[config.mk]
export PLATFORM = sky130hd
export DESIGN_NAME = h264_quant_mf_from_weight
export DESIGN_NICKNAME = d
export VERILOG_FILES = /design/src/rtl/h264qmf_pkg.sv /design/src/rtl/h264_quant_mf_from_weight.sv /design/src/rtl/h264qmf_div_cell.sv
export SDC_FILE = /design/constraint.sdc
export NUM_CORES = 2
export LEC_CHECK = 0
export BUFFER_PORTS_ARGS = -buffer_cell sky130_fd_sc_hd__buf_4
export CAP_MARGIN = 25
export CORE_UTILIZATION = 55
export CTS_CLUSTER_DIAMETER = 120
export DETAILED_ROUTE_END_ITERATION = 16
export PLACE_DENSITY = 0.74
export SYNTH_ARGS = -nofsm -noshare
export SYNTH_HDL_FRONTEND = slang
export SYNTH_HIERARCHICAL = 1
export SYNTH_SLANG_ARGS = --single-unit
[constraint.sdc]
create_clock -name aclk -period 13.74 [get_ports aclk]
set_clock_uncertainty 0.15 [all_clocks]
set_input_delay 4.122 -clock aclk [delete_from_list [all_inputs] [get_ports aclk]]
set_output_delay 4.122 -clock aclk [all_outputs]
set_load 0.03 [all_outputs]
[src/rtl/h264qmf_pkg.sv]
// Package: item types, widths and scale tables for the H.264 multiplication factor block.
package h264qmf_pkg;

    localparam int QP_W    = 6;
    localparam int POS_W   = 6;
    localparam int WGT_W   = 8;
    localparam int MF_W    = 16;
    localparam int FRAC    = 22;
    localparam int NUM_W   = FRAC + 1;
    localparam int SCALE_W = 15;
    localparam int SC16_W  = SCALE_W + 4;
    localparam int PROD_W  = SC16_W + NUM_W;
    localparam int RAW_W   = PROD_W - FRAC;
    localparam int SHF_W   = RAW_W + 1;
    localparam int RSH_W   = 4;

    typedef struct packed {
        logic [QP_W-1:0]  qp;
        logic             block_8x8;
        logic [POS_W-1:0] position;
        logic [WGT_W-1:0] weight;
    } in_t;

    typedef struct packed {
        logic [MF_W-1:0] mult_factor;
        logic            saturated;
    } out_t;

    // Controls for the final shift and clamp.
    typedef struct packed {
        logic             zero;
        logic             shl;
        logic [RSH_W-1:0] rsh;
    } post_t;

    typedef struct packed {
        logic [WGT_W-1:0]   weight;
        logic [SCALE_W-1:0] scale;
        post_t              post;
    } side_t;

    // One division step's payload.
    typedef struct packed {
        logic [WGT_W-1:0] rem;
        logic [NUM_W-1:0] num;
        logic [NUM_W-1:0] quo;
        side_t            side;
    } div_t;

    // qp / 6 by reciprocal multiply, exact for every 6-bit qp.
    function automatic logic [RSH_W-1:0] qp_div6(input logic [QP_W-1:0] qp);
        logic [11:0] p;
        p = {6'b0, qp} * 12'd43;
        return p[11:8];
    endfunction

    function automatic logic [2:0] qp_mod6(input logic [QP_W-1:0] qp,
                                           input logic [RSH_W-1:0] q);
        logic [QP_W-1:0] m;
        m = qp - QP_W'({2'b0, q} * 6'd6);
        return m[2:0];
    endfunction

    function automatic logic [2:0] class8(input logic [3:0] idx);
        unique case (idx)
            4'd0:  return 3'd0;
            4'd1:  return 3'd3;
            4'd2:  return 3'd4;
            4'd3:  return 3'd3;
            4'd4:  return 3'd3;
            4'd5:  return 3'd1;
            4'd6:  return 3'd5;
            4'd7:  return 3'd1;
            4'd8:  return 3'd4;
            4'd9:  return 3'd5;
            4'd10: return 3'd2;
            4'd11: return 3'd5;
            4'd12: return 3'd3;
            4'd13: return 3'd1;
            4'd14: return 3'd5;
            4'd15: return 3'd1;
        endcase
    endfunction

    function automatic logic [SCALE_W-1:0] scale4(input logic [2:0] row,
                                                  input logic [1:0] cls);
        logic [SCALE_W-1:0] a, b, c;
        unique case (row)
            3'd0:    begin a = 15'd13107; b = 15'd8066; c = 15'd5243; end
            3'd1:    begin a = 15'd11916; b = 15'd7490; c = 15'd4660; end
            3'd2:    begin a = 15'd10082; b = 15'd6554; c = 15'd4194; end
            3'd3:    begin a = 15'd9362;  b = 15'd5825; c = 15'd3647; end
            3'd4:    begin a = 15'd8192;  b = 15'd5243; c = 15'd3355; end
            default: begin a = 15'd7282;  b = 15'd4559; c = 15'd2893; end
        endcase
        unique case (cls)
            2'd0:    return a;
            2'd1:    return b;
            default: return c;
        endcase
    endfunction

    function automatic logic [SCALE_W-1:0] scale8(input logic [2:0] row,
                                                  input logic [2:0] cls);
        logic [SCALE_W-1:0] v [6];
        unique case (row)
            3'd0:    v = '{15'd13107, 15'd11428, 15'd20972, 15'd12222, 15'd16777, 15'd15481};
            3'd1:    v = '{15'd11916, 15'd10826, 15'd19174, 15'd11058, 15'd14980, 15'd14290};
            3'd2:    v = '{15'd10082, 15'd8943,  15'd15978, 15'd9675,  15'd12710, 15'd11985};
            3'd3:    v = '{15'd9362,  15'd8228,  15'd14913, 15'd8931,  15'd11984, 15'd11259};
            3'd4:    v = '{15'd8192,  15'd7346,  15'd13159, 15'd7740,  15'd10486, 15'd9777};
            default: v = '{15'd7282,  15'd6428,  15'd11570, 15'd6830,  15'd9118,  15'd8640};
        endcase
        unique case (cls)
            3'd0:    return v[0];
            3'd1:    return v[1];
            3'd2:    return v[2];
            3'd3:    return v[3];
            3'd4:    return v[4];
            default: return v[5];
        endcase
    endfunction

endpackage

[src/rtl/h264_quant_mf_from_weight.sv]
// Top level: H.264 quantizer multiplication factor from QP, block size, position and weight.
//
// Takes one item per cycle and returns one result per item, in order. An item
// passes 23 division cells (one quotient bit of round(2^22/weight) per cell),
// then a multiply stage, a rounding stage and the output register that drives
// m_valid. The rate stays one item per cycle, each stage holding one item and
// advancing whenever the stage after it is empty or moving. Stages drain into
// bubbles, so s_ready stays high while a result waits on m_ready until every
// stage is full. A zero weight gives 65535 with saturated set; any factor above
// 65535 is clamped the same way. No state survives between items and reset only
// empties the pipeline.
module h264_quant_mf_from_weight (
    input  logic               aclk,
    input  logic               aresetn,
    input  logic               s_valid,
    output logic               s_ready,
    input  h264qmf_pkg::in_t   s_data,
    output logic               m_valid,
    input  logic               m_ready,
    output h264qmf_pkg::out_t  m_data
);

    localparam int NW = h264qmf_pkg::NUM_W;

    // Front end: table lookups feed the first cell directly.
    logic [h264qmf_pkg::RSH_W-1:0]   qdiv;
    logic [2:0]                      row;
    logic [1:0]                      cls4;
    h264qmf_pkg::div_t               front;

    always_comb begin
        qdiv = h264qmf_pkg::qp_div6(s_data.qp);
        row  = h264qmf_pkg::qp_mod6(s_data.qp, qdiv);
        cls4 = {1'b0, s_data.position[0]} + {1'b0, s_data.position[2]};
        front.rem         = '0;
        front.quo         = '0;
        front.num         = {1'b1, {(NW - h264qmf_pkg::WGT_W){1'b0}},
                             s_data.weight[h264qmf_pkg::WGT_W-1:1]};
        front.side.weight = s_data.weight;
        front.side.post.zero = (s_data.weight == '0);
        if (s_data.block_8x8) begin
            front.side.scale    = h264qmf_pkg::scale8(row,
                h264qmf_pkg::class8({s_data.position[4:3], s_data.position[1:0]}));
            front.side.post.shl = 1'b0;
            front.side.post.rsh = qdiv;
        end else begin
            front.side.scale    = h264qmf_pkg::scale4(row, cls4);
            // count qp/6-1: below zero means one left shift
            front.side.post.shl = (qdiv == '0);
            front.side.post.rsh = (qdiv == '0) ? '0 : qdiv - 4'd1;
        end
    end

    // Division chain: cell k resolves numerator bit NW-1-k.
    logic              cell_valid [NW+1];
    logic              cell_ready [NW+1];
    h264qmf_pkg::div_t cell_data  [NW+1];

    assign cell_valid[0] = s_valid;
    assign cell_data[0]  = front;
    assign s_ready       = cell_ready[0];

    for (genvar k = 0; k < NW; k++) begin : g_cell
        h264qmf_div_cell #(
            .BIT(NW - 1 - k)
        ) u_cell (
            .aclk      (aclk),
            .aresetn   (aresetn),
            .in_valid  (cell_valid[k]),
            .in_ready  (cell_ready[k]),
            .in_data   (cell_data[k]),
            .out_valid (cell_valid[k+1]),
            .out_ready (cell_ready[k+1]),
            .out_data  (cell_data[k+1])
        );
    end

    // Multiply, round and output stages.
    logic                             mul_valid_reg;
    logic [h264qmf_pkg::PROD_W-1:0]   prod_reg;
    logic [h264qmf_pkg::PROD_W-1:0]   prod_next;
    h264qmf_pkg::post_t               mul_post_reg;
    logic                             mul_ready;

    logic                             rnd_valid_reg;
    logic [h264qmf_pkg::RAW_W-1:0]    raw_reg;
    logic [h264qmf_pkg::RAW_W-1:0]    raw_next;
    logic [h264qmf_pkg::PROD_W-1:0]   rnd_sum;
    h264qmf_pkg::post_t               rnd_post_reg;
    logic                             rnd_ready;

    logic                             m_valid_reg;
    h264qmf_pkg::out_t                out_reg;
    h264qmf_pkg::out_t                out_next;
    logic                             out_ready;
    logic [h264qmf_pkg::SHF_W-1:0]    shifted;
    logic [h264qmf_pkg::SHF_W-1:0]    rsum;
    logic [h264qmf_pkg::RSH_W-1:0]    rsh_m1;

    assign out_ready     = !m_valid_reg || m_ready;
    assign rnd_ready     = !rnd_valid_reg || out_ready;
    assign mul_ready     = !mul_valid_reg || rnd_ready;
    assign cell_ready[NW] = mul_ready;

    assign m_valid = m_valid_reg;
    assign m_data  = out_reg;

    // scale * 16 * reciprocal
    assign prod_next = {cell_data[NW].side.scale, 4'b0} * cell_data[NW].quo;

    // drop the fraction with rounding
    assign rnd_sum  = prod_reg + (h264qmf_pkg::PROD_W'(1) << (h264qmf_pkg::FRAC - 1));
    assign raw_next = rnd_sum[h264qmf_pkg::PROD_W-1:h264qmf_pkg::FRAC];

    always_comb begin
        rsh_m1 = rnd_post_reg.rsh - 4'd1;
        rsum   = {1'b0, raw_reg} + (h264qmf_pkg::SHF_W'(1) << rsh_m1);
        if (rnd_post_reg.shl) begin
            shifted = {raw_reg, 1'b0};
        end else if (rnd_post_reg.rsh == '0) begin
            shifted = {1'b0, raw_reg};
        end else begin
            shifted = rsum >> rnd_post_reg.rsh;
        end
        // clamp on overflow or zero weight
        if (rnd_post_reg.zero || (shifted[h264qmf_pkg::SHF_W-1:h264qmf_pkg::MF_W] != '0)) begin
            out_next.mult_factor = '1;
            out_next.saturated   = 1'b1;
        end else begin
            out_next.mult_factor = shifted[h264qmf_pkg::MF_W-1:0];
            out_next.saturated   = 1'b0;
        end
    end

    always_ff @(posedge aclk) begin
        if (!aresetn) begin
            mul_valid_reg <= 1'b0;
            rnd_valid_reg <= 1'b0;
            m_valid_reg   <= 1'b0;
        end else begin
            if (mul_ready) begin
                mul_valid_reg <= cell_valid[NW];
            end
            if (rnd_ready) begin
                rnd_valid_reg <= mul_valid_reg;
            end
            if (out_ready) begin
                m_valid_reg <= rnd_valid_reg;
            end
        end
    end

    always_ff @(posedge aclk) begin
        if (mul_ready && cell_valid[NW]) begin
            prod_reg     <= prod_next;
            mul_post_reg <= cell_data[NW].side.post;
        end
        if (rnd_ready && mul_valid_reg) begin
            raw_reg      <= raw_next;
            rnd_post_reg <= mul_post_reg;
        end
        if (out_ready && rnd_valid_reg) begin
            out_reg <= out_next;
        end
    end

`ifndef SYNTHESIS
    // Input backpressure only when the whole chain is full behind a stalled result.
    assert property (@(posedge aclk) disable iff (!aresetn)
        !s_ready |-> (m_valid && !m_ready))
        else $error("s_ready low without a stalled output");

    // Pipeline comes out of reset empty.
    assert property (@(posedge aclk)
        $past(!aresetn) |-> !m_valid)
        else $error("result valid right after reset");

    // A clamped result always carries the ceiling value.
    assert property (@(posedge aclk) disable iff (!aresetn)
        (m_valid && m_data.saturated) |-> (m_data.mult_factor == 16'hFFFF))
        else $error("saturated result below ceiling");

    // A held result stays put until taken.
    assert property (@(posedge aclk) disable iff (!aresetn)
        (m_valid && !m_ready) |=> $stable(m_data))
        else $error("stalled result changed");
`endif

endmodule

[src/rtl/h264qmf_div_cell.sv]
// One restoring-division cell: resolves a single quotient bit and passes the item on.
module h264qmf_div_cell #(
    parameter int BIT = 0
) (
    input  logic                aclk,
    input  logic                aresetn,
    input  logic                in_valid,
    output logic                in_ready,
    input  h264qmf_pkg::div_t   in_data,
    output logic                out_valid,
    input  logic                out_ready,
    output h264qmf_pkg::div_t   out_data
);

    logic              valid_reg;
    h264qmf_pkg::div_t data_reg;
    h264qmf_pkg::div_t data_next;
    logic [h264qmf_pkg::WGT_W:0] trial;
    logic [h264qmf_pkg::WGT_W:0] diff;
    logic                        ge;

    assign in_ready  = !valid_reg || out_ready;
    assign out_valid = valid_reg;
    assign out_data  = data_reg;

    always_comb begin
        trial = {in_data.rem, in_data.num[BIT]};
        diff  = trial - {1'b0, in_data.side.weight};
        ge    = trial >= {1'b0, in_data.side.weight};
        data_next      = in_data;
        data_next.rem  = ge ? diff[h264qmf_pkg::WGT_W-1:0] : trial[h264qmf_pkg::WGT_W-1:0];
        data_next.quo  = {in_data.quo[h264qmf_pkg::NUM_W-2:0], ge};
    end

    always_ff @(posedge aclk) begin
        if (!aresetn) begin
            valid_reg <= 1'b0;
        end else if (in_ready) begin
            valid_reg <= in_valid;
        end
    end

    always_ff @(posedge aclk) begin
        if (in_ready && in_valid) begin
            data_reg <= data_next;
        end
    end

endmodule

==> out/metrics.yaml <==
status: "complete, no violations"
numCtsBuffers: 142
min_delay_path_depth: 0
path_buf_inv: 2
cpMostUsedCell: "nand2b_1"
overflow: 0
first_iter_violations: 2308
die_area_um2: 132000
grt_antenna_before_repair: 0
fin_area_um2: 78900
max_slew_margin: 0.305
crit_fanout: 3
start_util: 0.556
min_period_ns: 13.17
worstSkewPairLatency_ns: 0.78
p_sw_w: 0.00210
power_leakage_nw: 29.9
cts_tree: "yes"
syn-cell-area_um2: 72000
largest_reg_flops: 1364
fmax_mhz: 75.9
first_global_vias: 40400
ff2ff_setup_slack_ns: 5.84
vias: 38800
finalWirelength_mm: 124
numPortBuffers: 42
clkSinkCount: 1460
crit_slowest_cell: "nand2b_1"
cp-end-kind: "output pin"
required_ns: 9.47
htreeDepth: 4
pin_count: 44
drive_gt1_frac: 0.103
tns_ns: 0
placed_cell_area_um2: 74300
stdcell_count: 7075
drv_slew: 0
reg2reg_depth: 20
startpoint_type: "input port"
grt_max_degree: 61
clkTransAtPathRegs_ns: 0.06
ir_drop_mv: 0.172
area_growth_pct: 9.61
hp-class: "flip-flop to flip-flop"
critPathKind: "input port to output pin"
yosys_warnings: 6
rsz0062_at_grt: "no"
placed_cells: 6814
max_cap_violations: 0
switching_share: 0.225
drc: 0
fin_util: 0.609
avgSynthCellArea_um2: 14.1
gp_congestion: 0.911
combinationalPowerShare: 0.071
max_stage_delay_ns: 0.20
fp.coreArea_um2: 130000
fin_crit_sh: 0.958
critical_path_depth: 27
grt_pass1_wl_mm: 205
wl_per_cell_um: 17.5
postCtsHoldBufs: 0
power_density_nw_per_um2: 119
critical_path_arrival_ns: 8.90
root_buffer: "clkbuf_16"
ant_nets: 0
pwr-share-clk: 0.404
worst_slew_pin_slew_ns: 1.03
power_w: 0.00936
viasPerCell: 5.48
pwr-share-seq: 0.525
fp.dieH_um: 364
worst_path_dominant_cell_family: "simple AND/OR/NAND/NOR gates"
power.internal_w: 0.00726
cts_buffer_depth: 3
report.final.setup_viol: 0
dp.final_hpwl_mm: 85.9
die_w_um: 364
nNetsFinal: 5871
placementRows: 132
firstDrtPassIters: 6
synth_cells: 5108
hold_violations: 0
diodes: 0
grt_use_total: 0.193
## cell type report
class / instances / area, µm²
Fill cell: 9581 / 50700
Sequential cell: 1460 / 43600
Multi-Input combinational cell: 2905 / 25600
Clock buffer: 175 / 3720
Inverter: 624 / 2340
Tap cell: 1742 / 2180
Clock inverter: 86 / 943
Timing Repair Buffer: 83 / 623
## power groups by stage
stage / registers, W / clock network (W) / logic, W
detailed placement: 0.00501 / 0 / 0.000648
global placement: 0.00501 / 0 / 0.000637
global route: 0.00492 / 0.00406 / 0.000729
CTS: 0.00492 / 0.00389 / 0.000652
floorplan: 0.00500 / 0 / 0.000505
finish: 0.00492 / 0.00379 / 0.000661
## metal layers
layer | up-vias | wire (µm) | track usage
met4 | 0 | 3930 | 0.0755
li1 | 18500 | - | -
met5 | - | 0 | 0
met1 | 19200 | 49600 | 0.227
met3 | 235 | 5250 | 0.0327
met2 | 823 | 65300 | 0.350
## per-stage QoR
stage          worst slack (ns)  hold WS (ns)
2_1_floorplan              1.40         0.250
3_3_place_gp              0.424         0.250
3_5_place_dp              0.324         0.255
4_1_cts                   0.163         0.232
5_1_grt                  0.0213         0.239
6_report                  0.571         0.235
## path summary, 6_finish.rpt
path	start	end
setup / recovery	m_ready	s_ready
hold / removal	g_cell[16].u_cell/out_data[36]	g_cell[17].u_cell/out_data[37]
setup reg to reg	g_cell[22].u_cell/out_data[11]	prod_reg[40]
hold reg to reg	g_cell[16].u_cell/out_data[36]	g_cell[17].u_cell/out_data[37]
## repair_timing
item / in CTS / in global routing
gates resized for setup: 0 / 3
buffers inserted: 0 / 0
setup endpoints to repair: 0 / 1
## layout by cell type (no fill, tap or decap), drive strengths merged, types with 53 or more instances in the layout
master     n
nand2    326
o21a      53
clkbuf   175
inv      626
fa       297
a211oi    60
buf       83
o21ai    131
nor2     177
nand2b    79
clkinv    72
a21oi    156
edfxtp  1434
a21o      84
mux2i     80
xnor2    106
nor3     133
ha       333
and2     204
mux2     133
nand3     76
Power figures use the tool's default switching activity.
